--- config.mk ---
export PLATFORM = sky130hd
export DESIGN_NAME = csv_record_tokenizer_unit
export DESIGN_NICKNAME = d
export VERILOG_FILES = /design/src/hw/rtl/csv_rt_pkg.sv /design/src/hw/rtl/csv_rt_in_stage.sv /design/src/hw/rtl/csv_rt_core.sv /design/src/hw/rtl/csv_rt_out_fifo.sv /design/src/hw/rtl/csv_record_tokenizer_unit.sv
export VERILOG_INCLUDE_DIRS = /design/src /design/src/hw/rtl
export SDC_FILE = /design/constraint.sdc
export NUM_CORES = 1
export LEC_CHECK = 0
export CAP_MARGIN = 40
export CORE_ASPECT_RATIO = 1.25
export CORE_UTILIZATION = 60
export DETAILED_ROUTE_END_ITERATION = 10
export DONT_BUFFER_PORTS = 1
export PLACE_DENSITY = 0.85
export SYNTH_ARGS = -nofsm -noshare
export SYNTH_HDL_FRONTEND = slang
export SYNTH_SLANG_ARGS = --single-unit
--- constraint.sdc ---
create_clock -name clk -period 9.5 [get_ports clk]
set_clock_uncertainty 0.2 [all_clocks]
set_input_delay 0.95 -clock clk [delete_from_list [all_inputs] [get_ports clk]]
set_output_delay 0.95 -clock clk [all_outputs]
set_load 0.03 [all_outputs]
--- src/hw/rtl/csv_record_tokenizer_unit_defines.svh ---
// Assertion macros shared by the tokenizer RTL.
`ifndef CSV_RECORD_TOKENIZER_UNIT_DEFINES_SVH
`define CSV_RECORD_TOKENIZER_UNIT_DEFINES_SVH

// Same-cycle implication, sampled on clk, quiet while arst_n is low.
`define CSV_RT_ASSERT_IMPL(label, ante, cons, msg) \
	label: assert property (@(posedge clk) disable iff (!arst_n) (ante) |-> (cons)) \
		else $error(msg);

// Next-cycle implication, sampled on clk, quiet while arst_n is low.
`define CSV_RT_ASSERT_NEXT(label, ante, cons, msg) \
	label: assert property (@(posedge clk) disable iff (!arst_n) (ante) |=> (cons)) \
		else $error(msg);

`endif

--- src/hw/rtl/csv_rt_pkg.sv ---
// Types, constants and helpers for the CSV record tokenizer.
`default_nettype none
package csv_rt_pkg;
	localparam int MAX_FIELDS = 255;
	localparam logic [7:0] FIELD_CAP = (MAX_FIELDS < 255) ? 8'(MAX_FIELDS) : 8'd255;

	localparam logic [7:0] CH_COMMA = 8'h2C;
	localparam logic [7:0] CH_QUOTE = 8'h22;
	localparam logic [7:0] CH_CR    = 8'h0D;
	localparam logic [7:0] CH_LF    = 8'h0A;

	localparam int FIFO_DEPTH = 4;
	localparam int FIFO_AW    = $clog2(FIFO_DEPTH);
	localparam int FIFO_CW    = $clog2(FIFO_DEPTH + 1);

	typedef enum logic [1:0] {
		KIND_CHAR      = 2'd0,
		KIND_FIELD_END = 2'd1,
		KIND_ROW_END   = 2'd2,
		KIND_STATUS    = 2'd3
	} kind_t;

	typedef struct packed {
		kind_t      kind;
		logic [7:0] char_out;
		logic [7:0] row_fields;
		logic       width_error;
		logic [7:0] fewest_fields;
		logic [7:0] most_fields;
		logic       last_of_run;
	} result_t;

	// Results of one item, handed from the core to the output queue.
	typedef struct packed {
		logic [1:0] count;
		result_t    first;
		result_t    second;
	} push_t;

	function automatic logic [7:0] sat_inc(input logic [7:0] v);
		sat_inc = (v >= FIELD_CAP) ? FIELD_CAP : v + 8'd1;
	endfunction
endpackage
`default_nettype wire

--- src/hw/rtl/csv_rt_in_stage.sv ---
// Input register stage: holds one byte transaction until the core takes it.
`default_nettype none
module csv_rt_in_stage (
	input  wire logic       clk,
	input  wire logic       arst_n,
	input  wire logic       in_valid,
	output logic            in_ready,
	input  wire logic [7:0] in_byte,
	input  wire logic       in_eoi,
	input  wire logic       advance,
	output logic            valid_s1,
	output logic [7:0]      byte_s1,
	output logic            eoi_s1
);
	import csv_rt_pkg::*;

	assign in_ready = !valid_s1 || advance;

	always_ff @(posedge clk or negedge arst_n) begin
		if (!arst_n) begin
			valid_s1 <= 1'b0;
		end else if (in_ready) begin
			valid_s1 <= in_valid;
		end
	end

	always_ff @(posedge clk) begin
		if (in_ready && in_valid) begin
			byte_s1 <= in_byte;
			eoi_s1  <= in_eoi;
		end
	end
endmodule
`default_nettype wire

--- src/hw/rtl/csv_rt_core.sv ---
// Tokenizer state and the per-byte decision logic.
`default_nettype none
module csv_rt_core (
	input  wire logic       clk,
	input  wire logic       arst_n,
	input  wire logic       advance,
	input  wire logic [7:0] byte_s1,
	input  wire logic       eoi_s1,
	output csv_rt_pkg::push_t push
);
	import csv_rt_pkg::*;

	logic       quoted_q, pending_q, empty_q, line_q, any_q;
	logic [7:0] fields_q, min_q, max_q;
	logic       quoted_n, pending_n, empty_n, line_n, any_n;
	logic [7:0] fields_n, min_n, max_n;

	logic [7:0] row_n, min_upd, max_upd, fw, mo;
	logic       any_f, q_eff, handled;
	result_t    row_res, char_res, stat_res, fe_res;

	always_comb begin
		quoted_n  = quoted_q;
		pending_n = pending_q;
		empty_n   = empty_q;
		line_n    = line_q;
		any_n     = any_q;
		fields_n  = fields_q;
		min_n     = min_q;
		max_n     = max_q;
		q_eff     = quoted_q;
		handled   = 1'b0;
		push      = '0;

		row_n   = sat_inc(fields_q);
		min_upd = (row_n < min_q) ? row_n : min_q;
		max_upd = (row_n > max_q) ? row_n : max_q;

		row_res            = '0;
		row_res.kind       = KIND_ROW_END;
		row_res.row_fields = row_n;
		char_res           = '0;
		char_res.kind      = KIND_CHAR;
		char_res.char_out  = byte_s1;
		fe_res             = '0;
		fe_res.kind        = KIND_FIELD_END;

		// status sees the row closed by this same transaction
		fw    = line_q ? min_upd : min_q;
		mo    = line_q ? max_upd : max_q;
		any_f = any_q || line_q;
		stat_res             = '0;
		stat_res.kind        = KIND_STATUS;
		stat_res.last_of_run = 1'b1;
		if (any_f) begin
			stat_res.width_error   = (fw != mo);
			stat_res.fewest_fields = fw;
			stat_res.most_fields   = mo;
		end

		if (eoi_s1) begin
			if (line_q) begin
				push.count  = 2'd2;
				push.first  = row_res;
				push.second = stat_res;
			end else begin
				push.count = 2'd1;
				push.first = stat_res;
			end
			quoted_n  = 1'b0;
			pending_n = 1'b0;
			empty_n   = 1'b1;
			line_n    = 1'b0;
			any_n     = 1'b0;
			fields_n  = 8'd0;
			min_n     = 8'hFF;
			max_n     = 8'd0;
		end else begin
			if (pending_q) begin
				pending_n = 1'b0;
				if (byte_s1 == CH_QUOTE) begin
					// doubled quote inside quotes
					line_n     = 1'b1;
					empty_n    = 1'b0;
					push.count = 2'd1;
					push.first = char_res;
					handled    = 1'b1;
				end else begin
					q_eff    = 1'b0;
					quoted_n = 1'b0;
				end
			end
			if (!handled) begin
				if (byte_s1 == CH_LF) begin
					push.count = 2'd1;
					push.first = row_res;
					min_n      = min_upd;
					max_n      = max_upd;
					any_n      = 1'b1;
					fields_n   = 8'd0;
					quoted_n   = 1'b0;
					pending_n  = 1'b0;
					empty_n    = 1'b1;
					line_n     = 1'b0;
				end else begin
					line_n = 1'b1;
					if (byte_s1 == CH_COMMA && !q_eff) begin
						fields_n   = row_n;
						empty_n    = 1'b1;
						push.count = 2'd1;
						push.first = fe_res;
					end else if (byte_s1 == CH_QUOTE) begin
						if (q_eff) begin
							pending_n = 1'b1;
						end else if (empty_q) begin
							quoted_n = 1'b1;
						end else begin
							push.count = 2'd1;
							push.first = char_res;
						end
					end else if (byte_s1 != CH_CR) begin
						empty_n    = 1'b0;
						push.count = 2'd1;
						push.first = char_res;
					end
				end
			end
			push.first.last_of_run = (push.count != 2'd0);
		end
	end

	always_ff @(posedge clk or negedge arst_n) begin
		if (!arst_n) begin
			quoted_q  <= 1'b0;
			pending_q <= 1'b0;
			empty_q   <= 1'b1;
			line_q    <= 1'b0;
			any_q     <= 1'b0;
			fields_q  <= 8'd0;
			min_q     <= 8'hFF;
			max_q     <= 8'd0;
		end else if (advance) begin
			quoted_q  <= quoted_n;
			pending_q <= pending_n;
			empty_q   <= empty_n;
			line_q    <= line_n;
			any_q     <= any_n;
			fields_q  <= fields_n;
			min_q     <= min_n;
			max_q     <= max_n;
		end
	end
endmodule
`default_nettype wire

--- src/hw/rtl/csv_rt_out_fifo.sv ---
// Small result queue: takes up to two results a cycle, hands out one.
`default_nettype none
module csv_rt_out_fifo (
	input  wire logic              clk,
	input  wire logic              arst_n,
	input  wire logic              push_en,
	input  wire csv_rt_pkg::push_t push,
	output logic                   room,
	output logic                   out_valid,
	input  wire logic              out_ready,
	output csv_rt_pkg::result_t    out_res
);
	import csv_rt_pkg::*;

	result_t              mem_q [FIFO_DEPTH];
	logic [FIFO_AW-1:0]   wr_q, rd_q;
	logic [FIFO_CW-1:0]   count_q;
	logic [FIFO_CW-1:0]   n_in;
	logic                 pop;

	// room for the largest burst one transaction can cause
	assign room      = count_q <= FIFO_CW'(FIFO_DEPTH - 2);
	assign out_valid = count_q != '0;
	assign out_res   = mem_q[rd_q];
	assign pop       = out_valid && out_ready;
	assign n_in      = push_en ? FIFO_CW'(push.count) : '0;

	always_ff @(posedge clk or negedge arst_n) begin
		if (!arst_n) begin
			wr_q    <= '0;
			rd_q    <= '0;
			count_q <= '0;
		end else begin
			wr_q    <= wr_q + FIFO_AW'(n_in);
			rd_q    <= rd_q + FIFO_AW'(pop);
			count_q <= count_q + n_in - FIFO_CW'(pop);
		end
	end

	always_ff @(posedge clk) begin
		if (push_en && push.count != 2'd0) begin
			mem_q[wr_q] <= push.first;
		end
		if (push_en && push.count == 2'd2) begin
			mem_q[wr_q + FIFO_AW'(1)] <= push.second;
		end
	end
endmodule
`default_nettype wire

--- src/hw/rtl/csv_record_tokenizer_unit.sv ---
// CSV record tokenizer: one text byte in per cycle, field and row tokens out.
// Bytes are held in the input stage, then decoded by the core into the queue.
// Throughput: one byte per cycle; end of input gives up to two results, drained
// one per cycle from a four-entry queue, which throttles input when nearly full.
// Reset: arst_n clears all parse state, row statistics and the queue at once.
`default_nettype none
`include "csv_record_tokenizer_unit_defines.svh"
module csv_record_tokenizer_unit (
	input  wire logic        clk,
	input  wire logic        arst_n,
	input  wire logic        s_axis_tvalid,
	output logic             s_axis_tready,
	input  wire logic [7:0]  s_axis_tdata,  // [7:0] byte_value
	input  wire logic        s_axis_tlast,  // end_of_input
	output logic             m_axis_tvalid,
	input  wire logic        m_axis_tready,
	output logic [39:0]      m_axis_tdata,  // char_out, row_fields, width_error,
	                                        // fewest_fields, most_fields, zero pad
	output logic [1:0]       m_axis_tuser,  // kind
	output logic             m_axis_tlast   // last_of_run
);
	import csv_rt_pkg::*;

	logic       valid_s1, eoi_s1, advance, room;
	logic [7:0] byte_s1;
	push_t      push;
	result_t    out_res;

	assign advance = valid_s1 && room;

	csv_rt_in_stage u_in (
		.clk      (clk),
		.arst_n   (arst_n),
		.in_valid (s_axis_tvalid),
		.in_ready (s_axis_tready),
		.in_byte  (s_axis_tdata),
		.in_eoi   (s_axis_tlast),
		.advance  (advance),
		.valid_s1 (valid_s1),
		.byte_s1  (byte_s1),
		.eoi_s1   (eoi_s1)
	);

	csv_rt_core u_core (
		.clk     (clk),
		.arst_n  (arst_n),
		.advance (advance),
		.byte_s1 (byte_s1),
		.eoi_s1  (eoi_s1),
		.push    (push)
	);

	csv_rt_out_fifo u_fifo (
		.clk       (clk),
		.arst_n    (arst_n),
		.push_en   (advance),
		.push      (push),
		.room      (room),
		.out_valid (m_axis_tvalid),
		.out_ready (m_axis_tready),
		.out_res   (out_res)
	);

	assign m_axis_tdata = {7'd0, out_res.most_fields, out_res.fewest_fields,
		out_res.width_error, out_res.row_fields, out_res.char_out};
	assign m_axis_tuser = out_res.kind;
	assign m_axis_tlast = out_res.last_of_run;

	`CSV_RT_ASSERT_IMPL(a_status_last, m_axis_tvalid && m_axis_tuser == KIND_STATUS, m_axis_tlast, "status result without tlast")
	`CSV_RT_ASSERT_IMPL(a_row_nonzero, m_axis_tvalid && m_axis_tuser == KIND_ROW_END, m_axis_tdata[15:8] != 8'd0, "row ended with zero fields")
	`CSV_RT_ASSERT_IMPL(a_pair_order, advance && push.count == 2'd2, push.first.kind == KIND_ROW_END && push.second.kind == KIND_STATUS && eoi_s1, "bad two-result transaction")
	`CSV_RT_ASSERT_NEXT(a_result_shows, advance && push.count != 2'd0, m_axis_tvalid, "queued result not presented")
endmodule
`default_nettype wire

==> impl_metrics.yaml <==
outcome:
  status: "complete, no violations"
synthesis:
  syn_area_mm2: 0.00995
  synthXorXnorAreaFrac: 0.0194
  synth_compound_area_frac: 0.176
  ys.warnings.count: 0
  muxShareOfSynthArea: 0.0867
  synth_seq_cells: 190
  synth-edff-count: 89
  synth_top_family_by_area: "compound AO/OA/AOI/OAI gates"
  synthAdderAreaFrac: 0.0284
  async_flop_share: 0.195
  ys_types: 80
  synth_cells: 977
  synth.yosys.seq_area_share: 0.491
  synth-simple-area-share: 0.151
  syn_avg_cell_area_um2: 10.2
  synthFlopType: "edfxtp_1"
die:
  fp.dieH_um: 146
  start_util: 0.614
  rows: 52
  die-area_mm2: 0.0171
  io_pins: 58
  fp.dieW_um: 117
  design.core.area_mm2: 0.0162
setup_path:
  start_kind: "register"
  cp.required_ns: 9.47
  critical_path_class: "register to register"
  cp.arrival_ns: 4.97
  worstPathMaxFanout: 17
  crit_path_end_kind: "register"
min_path:
  hp-class: "primary input to asynchronous set/reset pin"
final_layout:
  finalNetCount: 990
  instances_no_fill: 1183
  multi_input_area_mm2: 0.00462
  layout-drive-gt1-share: 0.133
  fin_util: 0.664
  nFillCells: 1190
  seq_area_mm2: 0.00489
  diodes: 0
  syn2layout_area_growth_pct: 8.15
power:
  p_int_mw: 1.93
  p_per_area_mw_per_mm2: 313
  p_sw_frac: 0.427
  power_mw: 3.36
  seqPwrFrac: 0.364
  p_clk_frac: 0.212
  peakVddDrop_v: 0.000213
  p_sw_mw: 1.44
  power_frac_comb: 0.424
  leakage_nw: 3.91
routing:
  final_antenna_net_count: 0
  drt_iter0_markers: 937
  vias_per_cell: 6.76
  drt_pass1_iterations: 6
  wirelength_mm: 26.8
  wl_per_cell_um: 22.7
  vias: 7997
  drc: 0
clocking:
  cts.clk_slew.worst_paths_ns: 0.07
  cts_tree: "built"
  cts.sinks: 190
  clk_latency_ns: 0.45
  cts_buffers: 17
  htreeDepth: 4
  clock-root-buffer: "clkbuf_16"
  post_cts_buffers: 0
  cts_buffer_depth: 2
placement:
  port_buffers: 0
  dp.cells: 1150
  place.gp.congestion: 1.03
  dp.final_hpwl_mm: 17.9
timing:
  timing.final.crit_share: 0.527
  slew_violations: 0
  hold_violations: 0
  worst_pin_slew_ns: 0.891
  fmax_ghz: 0.200
  setup-violations-final: 0
  tns_ns: 0
  rsz0062_at_grt: "no"
  slew_headroom: 0.404
  layout_min_cycle_time_ns: 5.00
  holdWs_ns: 0.124
grt:
  grt_max_degree: 38
  grt.total_usage: 0.334
  grt_remaining_overflow: 0
  grt_first_pass_wirelength_mm: 42.4
  grt_pass1_vias: 7868
  antenna_found_initial: 0
run:
  maxCapViolations: 0
-- cells by family (layout without fill, tap and decap cells) --
group	Yosys count	count (layout)
DFF	190	190
AOI/OAI and AO/OA	272	272
other	1	7
and+or+nand+nor	323	323
buffers and inverters	106	90
muxes	41	41
xor gates and xnor gates	22	22
adders and majority gates	22	22
-- worst max-delay path, stage by stage, from the launching register on --
cell and delay [ns]:
dfrtp_1 0.46, ha_1 0.28, nand3_1 0.28, o2111a_1 0.37
nor2_1 0.57, ha_1 0.40, a2111oi_2 0.42, a31o_2 0.44
a211oi_1 0.13, o31ai_1 0.26, a31oi_1 0.13, a211oi_1 0.56
o221ai_1 0.23
-- cells in the mapped netlist, types with 5 or more instances --
cell,n,area (um^2)
o22a_1,8,70.1
o31ai_1,8,60.1
nand3_1,28,140
dfstp_2,9,236
or3_1,5,31.3
clkbuf_1,45,169
nand2b_1,7,43.8
buf_2,7,35.0
a211oi_1,6,45.0
nand2_1,172,646
ha_1,21,263
a21oi_1,83,415
dfxtp_1,64,1280
nand4_1,7,43.8
nor2b_1,8,50.1
a31oi_1,6,37.5
a21oi_2,5,43.8
o22ai_1,31,194
and2_1,15,93.8
nor2_1,43,161
xnor2_1,12,105
dfrtp_1,28,701
o21ai_1,5,25.0
mux4_2,36,811
a22o_1,23,201
inv_1,35,131
xor2_1,10,87.6
buf_4,11,82.6
edfxtp_1,89,2670
o221ai_1,5,43.8
o21ai_0,56,280
nor3_1,7,35.0
-- cell usage in the layout, fill, tap and decap left out, drive strengths merged, types with 4 or more instances in the layout --
cell / Yosys / layout
nand2: 175 / 175
edfxtp: 89 / 89
a21oi: 89 / 89
dfxtp: 64 / 64
o21ai: 63 / 63
nor2: 46 / 46
inv: 36 / 44
mux4: 36 / 36
o22ai: 31 / 31
nand3: 29 / 29
dfrtp: 28 / 28
a22o: 23 / 23
buf: 24 / 22
ha: 21 / 21
clkbuf: 46 / 18
and2: 15 / 15
xnor2: 12 / 12
xor2: 10 / 10
dfstp: 9 / 9
nor2b: 8 / 8
o22a: 8 / 8
o31ai: 8 / 8
nand2b: 8 / 8
nor3: 8 / 8
nand4: 7 / 7
conb: 1 / 7
a211oi: 7 / 7
a31oi: 6 / 6
o221ai: 5 / 5
or3: 5 / 5
a22oi: 4 / 4
a21o: 4 / 4
and3: 4 / 4
nor4: 4 / 4
clkinv: 0 / 4
-- state kept, by name, summed over array words and instances, names as in the netlist --
| signal | count |
|---|---|
| u_core.any_q | 1 |
| u_core.empty_q | 1 |
| u_core.fields_q | 8 |
| u_core.line_q | 1 |
| u_core.max_q | 8 |
| u_core.min_q | 8 |
| u_core.pending_q | 1 |
| u_core.quoted_q | 1 |
| u_fifo.count_q | 3 |
| u_fifo.mem_q | 144 |
| u_fifo.rd_q | 2 |
| u_fifo.wr_q | 2 |
| u_in.byte_s1 | 8 |
| u_in.eoi_s1 | 1 |
| u_in.valid_s1 | 1 |
-- worst paths after layout --
check	start	end	slack, ns	cells past startpoint
min	arst_n	u_core.fields_q[7]	0.12	1
max reg2reg	u_core.fields_q[0]	u_fifo.mem_q[0][17]	4.50	12
min reg2reg	u_fifo.mem_q[2][29]	u_fifo.mem_q[2][29]	0.25	2
max	u_core.fields_q[0]	u_fifo.mem_q[0][17]	4.50	12
max in group asynchronous	arst_n	u_fifo.rd_q[0]	8.38	1
min in group clk	u_fifo.mem_q[2][29]	u_fifo.mem_q[2][29]	0.25	2
-- power groups by stage --
stage / registers [mW] / logic [mW] / clock network [mW]
2_1_floorplan: 1.17 / 1.12 / 0
3_3_place_gp: 1.22 / 1.32 / 0
3_5_place_dp: 1.24 / 1.39 / 0
4_1_cts: 1.22 / 1.40 / 0.715
5_1_grt: 1.25 / 1.53 / 0.744
6_report: 1.23 / 1.43 / 0.713
-- layout make-up --
type / count / area share
clock buffer: 18 / 0.0408
tap: 216 / 0.0251
timing repair buffer: 23 / 0.0242
clock inverter: 13 / 0.0137
multi-input combinational: 687 / 0.429
sequential: 190 / 0.455
inverter: 36 / 0.0126
-- metal layers --
metal,GRT usage,vias up,part of all wire
met4,0.208,0,0.065
met2,0.539,590,0.49
met1,0.389,3742,0.35
met5,0,-,0
met3,0.0933,142,0.098
li1,-,3523,-
-- repair_timing --
action                                 CTS  global route
hold buffers                             2             0
endpoints found under the hold margin   26             0
resized for setup                        0             0
-- metrics by stage --
stage | worst slack [ns] | area (um^2)
5_1_grt | 4.11 | 10800
2_1_floorplan | 5.56 | 9970
4_1_cts | 4.65 | 10800
6_report | 4.50 | 10800
3_5_place_dp | 4.66 | 10100
3_3_place_gp | 4.79 | 10000
(Power assumes the default switching activity.)
